File: config.mk
export PLATFORM = sky130hd
export DESIGN_NAME = crc8_frame_receiver
export DESIGN_NICKNAME = d
export VERILOG_FILES = /design/src/crcfr_pkg.sv /design/src/crc8_frame_receiver.sv /design/src/crcfr_front.sv /design/src/crcfr_fifo.sv
export SDC_FILE = /design/constraint.sdc
export NUM_CORES = 1
export LEC_CHECK = 0
export BUFFER_PORTS_ARGS = -buffer_cell sky130_fd_sc_hd__buf_2
export CORE_ASPECT_RATIO = 1.4
export CORE_UTILIZATION = 30
export CTS_CLUSTER_DIAMETER = 50
export DETAILED_ROUTE_END_ITERATION = 12
export PLACE_DENSITY_LB_ADDON = 0.25
export SYNTH_ARGS = -nofsm -noshare
export SYNTH_HDL_FRONTEND = slang
export SYNTH_SLANG_ARGS = --single-unit
File: constraint.sdc
create_clock -name clock -period 4.1 [get_ports clock]
set_input_delay 0.205 -clock clock [delete_from_list [all_inputs] [get_ports clock]]
set_output_delay 0.205 -clock clock [all_outputs]
set_load 0.05 [all_outputs]
File: src/crcfr_pkg.sv
`timescale 1ns / 1ps

package crcfr_pkg;

   // Result codes carried in the kind field
   typedef enum logic [1:0] {
      KIND_PAYLOAD  = 2'd0,
      KIND_GOOD     = 2'd1,
      KIND_CRC_ERR  = 2'd2,
      KIND_OVERSIZE = 2'd3
   } kind_type;

   // Register indexes on the csr port
   typedef enum logic {
      CSR_SYNC_BYTE   = 1'b0,
      CSR_MAX_PAYLOAD = 1'b1
   } csr_index_type;

   localparam int CSR_DATA_W = 16;

   localparam logic [7:0]  SYNC_BYTE_RESET   = 8'hA5;
   localparam logic [15:0] MAX_PAYLOAD_RESET = 16'd512;
   localparam logic [7:0]  CRC_POLY          = 8'h07;

   typedef struct packed {
      kind_type    kind;
      logic [7:0]  command;
      logic [7:0]  data;
      logic [15:0] frame_length;
   } result_type;

   // CRC-8/SMBUS, one byte, MSB first
   function automatic logic [7:0] crc8_update(input logic [7:0] crc, input logic [7:0] b);
      logic [7:0] c;
      c = crc ^ b;
      for (int k = 0; k < 8; k++) begin
         if (c[7]) begin
            c = {c[6:0], 1'b0} ^ CRC_POLY;
         end else begin
            c = {c[6:0], 1'b0};
         end
      end
      return c;
   endfunction

endpackage

File: src/crc8_frame_receiver.sv
`timescale 1ns / 1ps

// Command-frame receiver with CRC-8 (poly 0x07, init 0) check.
// Input channel: one received byte per transaction on req_rx_byte, taken
//   at a clock edge with req_push high and req_full low.
// The front hunts for the sync byte, then takes command, 16-bit LE length,
//   payload and CRC. Every payload byte gives a result (kind 0); the CRC
//   byte gives frame good (1) or CRC error (2); a length above max_payload
//   drops the first byte after the header and gives kind 3 (data 0).
// Result channel: oldest result on rsp_* while rsp_empty is low, taken at
//   an edge with rsp_pop high. Results sit in a FIFO_DEPTH-entry queue.
// A result is visible in the cycle after its byte is accepted.
// Throughput: one byte per cycle while req_full is low; the front does the
//   whole update (state, length compare and an unrolled CRC byte step) per byte.
// If the receiver stalls, the queue fills and req_full rises; input then
//   waits until a result is popped. req_full covers bytes with no result too.
// csr port: index 0 sync_byte, index 1 max_payload; writes take effect on
//   the next byte.
// Reset (synchronous): hunting, queue empty, sync 0xA5, max_payload 512.
module crc8_frame_receiver #(
   parameter int FIFO_DEPTH = 4
) (
   input  logic        clock,
   input  logic        reset,
   input  logic        req_push,
   output logic        req_full,
   input  logic [7:0]  req_rx_byte,
   output logic        rsp_empty,
   input  logic        rsp_pop,
   output logic [1:0]  rsp_kind,
   output logic [7:0]  rsp_command,
   output logic [7:0]  rsp_data,
   output logic [15:0] rsp_frame_length,
   input  logic        csr_we,
   input  logic        csr_index,
   input  logic [15:0] csr_wdata
);

   logic                  accept;
   logic                  front_valid;
   crcfr_pkg::result_type front_result;
   crcfr_pkg::result_type head;

   // a byte is taken only when the queue has room
   assign accept = req_push & ~req_full;

   crcfr_front u_front (
      .clock      (clock),
      .reset      (reset),
      .in_valid   (accept),
      .in_byte    (req_rx_byte),
      .csr_we     (csr_we),
      .csr_index  (crcfr_pkg::csr_index_type'(csr_index)),
      .csr_wdata  (csr_wdata),
      .out_valid  (front_valid),
      .out_result (front_result)
   );

   crcfr_fifo #(
      .DEPTH (FIFO_DEPTH)
   ) u_fifo (
      .clock     (clock),
      .reset     (reset),
      .push      (front_valid),
      .push_data (front_result),
      .pop       (rsp_pop),
      .pop_data  (head),
      .empty     (rsp_empty),
      .full      (req_full)
   );

   assign rsp_kind         = head.kind;
   assign rsp_command      = head.command;
   assign rsp_data         = head.data;
   assign rsp_frame_length = head.frame_length;

endmodule

File: src/crcfr_front.sv
`timescale 1ns / 1ps

module crcfr_front (
   input  logic                          clock,
   input  logic                          reset,
   input  logic                          in_valid,
   input  logic [7:0]                    in_byte,
   input  logic                          csr_we,
   input  crcfr_pkg::csr_index_type      csr_index,
   input  logic [crcfr_pkg::CSR_DATA_W-1:0] csr_wdata,
   output logic                          out_valid,
   output crcfr_pkg::result_type         out_result
);

   typedef enum logic [1:0] {
      ST_HUNT = 2'd0,
      ST_CMD  = 2'd1,
      ST_LEN  = 2'd2,
      ST_BODY = 2'd3
   } state_type;

   state_type   state_ff, state_in;
   logic [15:0] count_ff, count_in;
   logic [7:0]  command_ff, command_in;
   logic [15:0] length_ff, length_in;
   logic [7:0]  crc_ff, crc_in;
   logic [7:0]  sync_ff;
   logic [15:0] max_ff;
   logic [7:0]  crc_next;

   // one CRC step shared by every phase that folds the byte in
   assign crc_next = crcfr_pkg::crc8_update((state_ff == ST_CMD) ? 8'h00 : crc_ff, in_byte);

   always_comb begin
      state_in   = state_ff;
      count_in   = count_ff;
      command_in = command_ff;
      length_in  = length_ff;
      crc_in     = crc_ff;
      out_valid  = 1'b0;
      out_result.kind         = crcfr_pkg::KIND_PAYLOAD;
      out_result.command      = command_ff;
      out_result.data         = in_byte;
      out_result.frame_length = length_ff;
      if (in_valid) begin
         unique case (state_ff)
            ST_HUNT: begin
               if (in_byte == sync_ff) begin
                  state_in = ST_CMD;
                  count_in = 16'd0;
                  crc_in   = 8'h00;
               end
            end
            ST_CMD: begin
               command_in = in_byte;
               crc_in     = crc_next;
               count_in   = 16'd0;
               state_in   = ST_LEN;
            end
            ST_LEN: begin
               crc_in = crc_next;
               if (count_ff == 16'd0) begin
                  length_in = {8'h00, in_byte};
                  count_in  = 16'd1;
               end else begin
                  length_in = {in_byte, length_ff[7:0]};
                  count_in  = 16'd0;
                  state_in  = ST_BODY;
               end
            end
            ST_BODY: begin
               out_valid = 1'b1;
               priority if (length_ff > max_ff) begin
                  state_in        = ST_HUNT;
                  count_in        = 16'd0;
                  out_result.kind = crcfr_pkg::KIND_OVERSIZE;
                  out_result.data = 8'h00;
               end else if (count_ff < length_ff) begin
                  crc_in   = crc_next;
                  count_in = count_ff + 16'd1;
               end else begin
                  state_in        = ST_HUNT;
                  count_in        = 16'd0;
                  out_result.kind = (crc_ff == in_byte) ? crcfr_pkg::KIND_GOOD
                                                        : crcfr_pkg::KIND_CRC_ERR;
               end
            end
            default: ;
         endcase
      end
   end

   always_ff @(posedge clock) begin
      if (reset) begin
         state_ff   <= ST_HUNT;
         count_ff   <= 16'd0;
         command_ff <= 8'h00;
         length_ff  <= 16'd0;
         crc_ff     <= 8'h00;
         sync_ff    <= crcfr_pkg::SYNC_BYTE_RESET;
         max_ff     <= crcfr_pkg::MAX_PAYLOAD_RESET;
      end else begin
         state_ff   <= state_in;
         count_ff   <= count_in;
         command_ff <= command_in;
         length_ff  <= length_in;
         crc_ff     <= crc_in;
         if (csr_we) begin
            unique case (csr_index)
               crcfr_pkg::CSR_SYNC_BYTE:   sync_ff <= csr_wdata[7:0];
               crcfr_pkg::CSR_MAX_PAYLOAD: max_ff  <= csr_wdata[15:0];
               default: ;
            endcase
         end
      end
   end

endmodule

File: src/crcfr_fifo.sv
`timescale 1ns / 1ps

module crcfr_fifo #(
   parameter int DEPTH = 4
) (
   input  logic                  clock,
   input  logic                  reset,
   input  logic                  push,
   input  crcfr_pkg::result_type push_data,
   input  logic                  pop,
   output crcfr_pkg::result_type pop_data,
   output logic                  empty,
   output logic                  full
);

   localparam int PTR_W = (DEPTH > 1) ? $clog2(DEPTH) : 1;
   localparam int CNT_W = $clog2(DEPTH + 1);

   crcfr_pkg::result_type mem [DEPTH];
   logic [PTR_W-1:0] wr_ptr_ff, rd_ptr_ff;
   logic [CNT_W-1:0] count_ff;
   logic             do_push, do_pop;

   assign empty    = (count_ff == CNT_W'(0));
   assign full     = (count_ff == CNT_W'(DEPTH));
   assign do_push  = push & ~full;
   assign do_pop   = pop & ~empty;
   assign pop_data = mem[rd_ptr_ff];

   function automatic logic [PTR_W-1:0] next_ptr(input logic [PTR_W-1:0] p);
      return (p == PTR_W'(DEPTH - 1)) ? PTR_W'(0) : p + PTR_W'(1);
   endfunction

   always_ff @(posedge clock) begin
      if (do_push) begin
         mem[wr_ptr_ff] <= push_data;
      end
   end

   always_ff @(posedge clock) begin
      if (reset) begin
         wr_ptr_ff <= '0;
         rd_ptr_ff <= '0;
         count_ff  <= '0;
      end else begin
         if (do_push) wr_ptr_ff <= next_ptr(wr_ptr_ff);
         if (do_pop)  rd_ptr_ff <= next_ptr(rd_ptr_ff);
         if (do_push && !do_pop) begin
            count_ff <= count_ff + CNT_W'(1);
         end else if (do_pop && !do_push) begin
            count_ff <= count_ff - CNT_W'(1);
         end
      end
   end

endmodule

# Word level (Yosys, flattened, before mapping)
# Memories as Yosys holds them, arrays and structs flattened. A register that Yosys moved wholly into a read port is not among the register bits.
# Index checks and enable logic that the tools add are counted.
# totals
reg_bits	81
output_inout_bits	36
elab_cells	106
mem_count	1
inputBits	30
ramBits	136
# mem_list
name	words	word_bits	read_ports	rd_clocked_by_memory_dff	write_ports	line	source
u_fifo.mem	4	34	1	1	1	crcfr_fifo.sv:19	crcfr_pkg::result_type mem [DEPTH];
# classes
bitwise	15
n_addsub	5
n_eq_ne	13
n_reduce_logical	17
magnitude_cmp	2
mux	42
# op_table
cell	n
two-way mux 16 bit	4
case mux 16 bit (4 select lines)	1
two-way mux 8 bit	7
two-way mux 3 bit	10
two-way mux 2 bit	13
NOT 3 bit	8
case mux 8 bit (3 select lines)	1
adder 16 x 1 -> 16 bit (second input constant)	1
equality test 8 bit	2
> comparator 16 bit	1
zero test 16 bit	1
less-than comparator 16 bit	1
AND reduction 2 bit	5
equality test 2 bit (second input constant)	4
case mux 2 bit (4 select lines)	1
AND reduction 4 bit	2
XOR 8 bit	1
two-way mux 1 bit	5
adder 2 x 1 -> 2 bit (second input constant)	2
!= test 2 x 1 -> 1 bit (second input constant)	2
!= test 2 bit (second input constant)	2
adder 3 x 1 -> 3 bit (second input constant)	1
AND 1 bit	3
equality test 3 bit (second input constant)	1
other kinds (11)	15

# Longest topological paths before layout
# logic_depth
word_depth	22
ltp_mapped	11
depth_no_buf	10

# By module
# A second synthesis with hierarchy kept.
# hier_totals
hier_cells	784
hier_area_um2	9770.6
# by_module_without_submodules
mod	area_per_inst_um2	cells_per_inst	n_inst	seq_area_each_um2
crcfr_fifo	5397.7	228	1	4264.1
crcfr_front	4359.2	555	1	1481.4
crc8_frame_receiver	13.8	1	1	0.0

# Least setup slack after synthesis
# Ideal clock, no wire load.
# synth_path
kind	register to register
start	register u_fifo.count_ff[0]
end	register u_fifo.count_ff[2]
period_less_slack_ps	3118
slack_ps	982
required_ps	4030
stages_incl_launch_ff	12
setup_ps	70
path_buffers	1
arrival_ps	3048
path_cell_list	dfxtp_1 -> nor3b_1 -> nor2b_1 -> clkbuf_1 -> nand2_1 -> inv_1 -> ha_1 -> inv_1 -> fa_1 -> xor2_1 -> or3_1 -> a21oi_1
# synth_between
elab_chain_cells	8
word_cells_on_any_way	17
classes_between	add/sub (2); eq/ne (1); mux (3); bitwise (5); reduce/logical (6)
# synth_lines
element	line	source
start: declaration	crcfr_fifo.sv:21	logic [CNT_W-1:0] count_ff;
start signal: assignment	crcfr_fifo.sv:49	count_ff <= count_ff + CNT_W'(1);
start signal: assignment	crcfr_fifo.sv:51	count_ff <= count_ff - CNT_W'(1);
equality test 3 bit *	crcfr_fifo.sv:25	assign full = (count_ff == CNT_W'(DEPTH));
net req_full	crc8_frame_receiver.sv:26	output logic req_full,
NOT 1 bit *	crc8_frame_receiver.sv:45, crcfr_fifo.sv:26	
AND 1 bit	crc8_frame_receiver.sv:45	assign accept = req_push & ~req_full;
two-way mux 1 bit	crcfr_front.sv:45	if (in_valid) begin
AND 1 bit *	crcfr_fifo.sv:26	assign do_push = push & ~full;
net u_fifo.do_push	crcfr_fifo.sv:22	logic do_push, do_pop;
zero test 1 bit	crcfr_fifo.sv:50	end else if (do_pop && !do_push) begin
logical AND 1 bit	crcfr_fifo.sv:50	
nonzero test 2 bit (no line)	--	
# Mark *: on every way through the listed nets, which the timed path passes. The rest lies on a longest branch. The select of a mux whose other input is x is not followed.
# A chain may end at the register's enable or synchronous reset.

==> key figures <==
Status
  • Outcome: finished, final reports clean

Worst setup path
  • Worst-path maximum fanout: 7
  • Worst setup EP type: flip-flop
  • FF-to-FF path depth: 7
  • Startpoint types: flip-flop
  • Reg-to-Reg Start: u_front.length_ff[13]
  • Worst path required time: 4.34 ns
  • Setup CP Type: reg -> reg
  • Worst path arrival time: 3.03 ns
  • Worst flop-to-flop path endpoint: u_fifo.mem[0][32]
  • FF-to-FF setup slack: 1.31 ns
  • Crit path capture: u_fifo.mem[0][32]
  • Setup crit start: u_front.length_ff[13]

STA
  • Setup violations, final: 0
  • Hold slack: 0.08531 ns
  • Max Freq: 357.8 MHz
  • Minimum clock period: 2.795 ns
  • Worst-margin pin slew: 0.9892 ns
  • Clk_skew: 0.01837 ns
  • Fin crit share: 0.6816
  • Final hold violation count: 0
  • Worst relative slew slack: 0.3392
  • Final Max Slew Viols: 0
  • RSZ-0062 raised after global routing: false
  • Post-route setup TNS: 0 ns

Clock tree
  • Cts hold-fix bufs: 17
  • Max Root-Sink Buffers: 3
  • CTS Buf Count: 23
  • CTS root buf: clkbuf_16
  • Worst skew pair latency: 0.52 ns
  • Setup Fix Bufs, Post-CTS: 0
  • Post-cts sizing count: 0
  • Clock H-tree levels: 1
  • Sink Count: 219
  • CTS clk-pin slew, worst paths: 0.06 ns
  • CTS tree: yes

Layout
  • Final std cells w/o fill: 1235
  • Synth-to-layout area growth: 16.82%
  • Share of cells above drive strength 1: 0.1750
  • Post-layout nets: 898
  • Ant diodes: 0
  • Design Area, Final: 11230 µm²

Synthesis
  • Dominant cell type by area after synthesis: edfxtp_1
  • Post-synthesis register bit count: 219
  • Post-Syn Nets: 818
  • Synth Instances: 744
  • Ys Warns: 0
  • Number of synthesized flops with an enable pin: 136
  • Syn avg cell area: 12.92 µm²
  • Xor and xnor area share after synthesis: 0.05313
  • Top cells by area, synth: edfxtp_1 (43%), dfxtp_1 (17%), mux4_2 (8.0%)
  • Asr flop ratio synth: 0
  • Top cell type's share of synthesized area: 0.4250
  • Largest family of logic cells by synthesized area: multiplexers
  • Synth Flop Type: edfxtp_1
  • Cell variety after synth: 51
  • Post-synthesis compound-gate area fraction: 0.05182
  • Mux share of post-synthesis cell area: 0.1047
  • Adder-Cell Fraction of Synth Area: 0.05807
  • Register area share after synthesis: 0.5979
  • Simple-gate portion of the synthesized area: 0.1029
  • Synth Cell Area: 9609 µm²

Drt
  • Antenna Violating Nets Remaining: 0
  • Average via count per standard cell: 4.721
  • Starting DRT DRC Count: 361
  • Routed vias: 5830
  • Total Routed Length: 22530 µm
  • First-pass DRT Iterations: 4
  • WL per Instance: 18.24 µm
  • # DRC: 0

Floorplanning
  • Die width: 153.3 µm
  • Io pins: 66
  • Die area: 32760 µm²
  • Placement Rows: 77
  • Core ar.: 31600 µm²
  • Starting density of the core: 0.3041
  • DIE HEIGHT: 213.8 µm

Placed design
  • Placed instance area: 10350 µm²
  • RD Place Congestion: 0.7890
  • Final HPWL DP: 15360 µm
  • Buffers on Ports: 65
  • DP Cell Count: 1177

Pwr
  • Peak VDD IR: 0.3179 mV
  • Pwr dens: 502.6 nW/µm²
  • Leakage Power: 3.847 nW

Global routing
  • Vias in the first global route: 6018
  • Tot GR Track Use: 0.1401
  • Largest net degree at the start of global routing: 60
  • First-pass GRT wire length: 34730 µm
  • Grt ovf: 0
  • Initial antenna violation count: 0

Job
  • Max-cap viol count: 0

Worst hold path
  • Type of the most critical hold path: in -> reg
[state kept, by name, indices dropped and copies added, names as in the netlist, named ones only]
register and count:
u_front.length_ff 16, u_front.command_ff 8, u_front.count_ff 16, u_fifo.rd_ptr_ff 2, u_front.crc_ff 8, u_front.sync_ff 8, u_fifo.count_ff 3, u_fifo.wr_ptr_ff 2
u_front.max_ff 16, u_fifo.mem 136, u_front.state_ff 2
[cell usage in the layout (no fill, tap or decap), types with 3 or more instances in the layout]
cell	Yosys	routed
a21oi_1	40	40
a22oi_1	8	8
a31oi_1	3	3
and2_1	10	10
and3_2	0	4
and4_1	3	3
buf_2	5	65
buf_4	0	7
clkbuf_16	0	23
clkinv_1	0	6
dfxtp_1	83	82
dlygate4sd3_1	0	17
edfxtp_1	136	136
ha_1	43	43
inv_1	45	45
inv_6	0	4
mux2i_1	24	24
mux4_2	34	34
nand2_1	60	60
nand2b_1	8	8
nand3_1	15	15
nand3b_1	3	3
nand4_1	12	12
nor2_1	69	69
nor2b_1	8	8
nor3_1	5	5
nor4_1	6	6
o21ai_0	7	7
xnor2_1	38	38
xor2_1	15	15
[synthesized netlist by cell type, drive strengths merged (6+ instances only)]
cell,number
edfxtp,136
clkbuf,24
and2,10
mux2i,24
inv,45
nor3,6
ha,43
nor2b,8
xor2,15
nand2b,8
nand3,15
xnor2,38
buf,10
a21oi,40
mux4,34
nand2,60
nor4,6
a22oi,8
dfxtp,83
nand4,12
o21ai,9
nor2,69
[worst min-delay path by stage]
stage              startpoint                     to  slack (ns)  cells past startpoint
3_5_place_dp     csr_wdata[0]     u_front.sync_ff[0]        0.44                      3
4_1_cts        req_rx_byte[4]  u_front.command_ff[4]        0.06                      3
2_1_floorplan    csr_wdata[0]     u_front.sync_ff[0]        0.33                      2
6_report       req_rx_byte[4]  u_front.command_ff[4]        0.09                      3
3_3_place_gp     csr_wdata[2]     u_front.sync_ff[2]        0.44                      3
5_1_grt        req_rx_byte[4]  u_front.command_ff[4]        0.08                      3
[area by class of cell]
type / instances / area, µm²
Sequential cell: 219 / 5747
Inverter: 45 / 168.9
Timing Repair Buffer: 89 / 548.0
Clock buffer: 25 / 583.1
Clock inverter: 16 / 118.9
Tap cell: 395 / 494.2
Fill cell: 3132 / 20370
Multi-Input combinational cell: 446 / 3566
[worst max-delay path, cell delays in order, from the launching register on]
cell	delay, ns
dfxtp_1	0.48
inv_1	0.10
ha_1	0.32
nand4_1	0.14
a2111oi_0	0.42
a211o_1	0.36
nand2_1	0.16
o31ai_1	0.54
[logic make-up after synthesis]
logic type	Yosys count
multiplexers	58
adder cells (fa/ha/maj)	44
buffers and inverters	79
AO/OA/AOI/OAI	79
XOR/XNOR	55
AND/OR/NAND/NOR	210
flip-flops	219
[routing by layer]
metal	track usage	wire, µm	share of wire
met2	0.2567	11430	0.51
met3	0.01617	578	0.026
met1	0.1680	9955	0.44
met4	0.05364	563	0.025
met5	0	0	0
[where the power goes]
part	internal, mW	switching [mW]
registers	2.35	0.0554
clock network	1.10	0.873
logic	0.425	0.834
total	3.88	1.76
[stage by stage]
stage	power [mW]	setup WS, ns	utilization
2_1_floorplan	3.448	0.9820	-
3_3_place_gp	3.736	1.288	0.3276
3_5_place_dp	3.735	1.298	0.3276
4_1_cts	5.729	1.290	0.3552
5_1_grt	5.858	1.114	0.3552
6_report	5.642	1.305	0.3552
No activity file was read; power rests on OpenSTA's default activity.
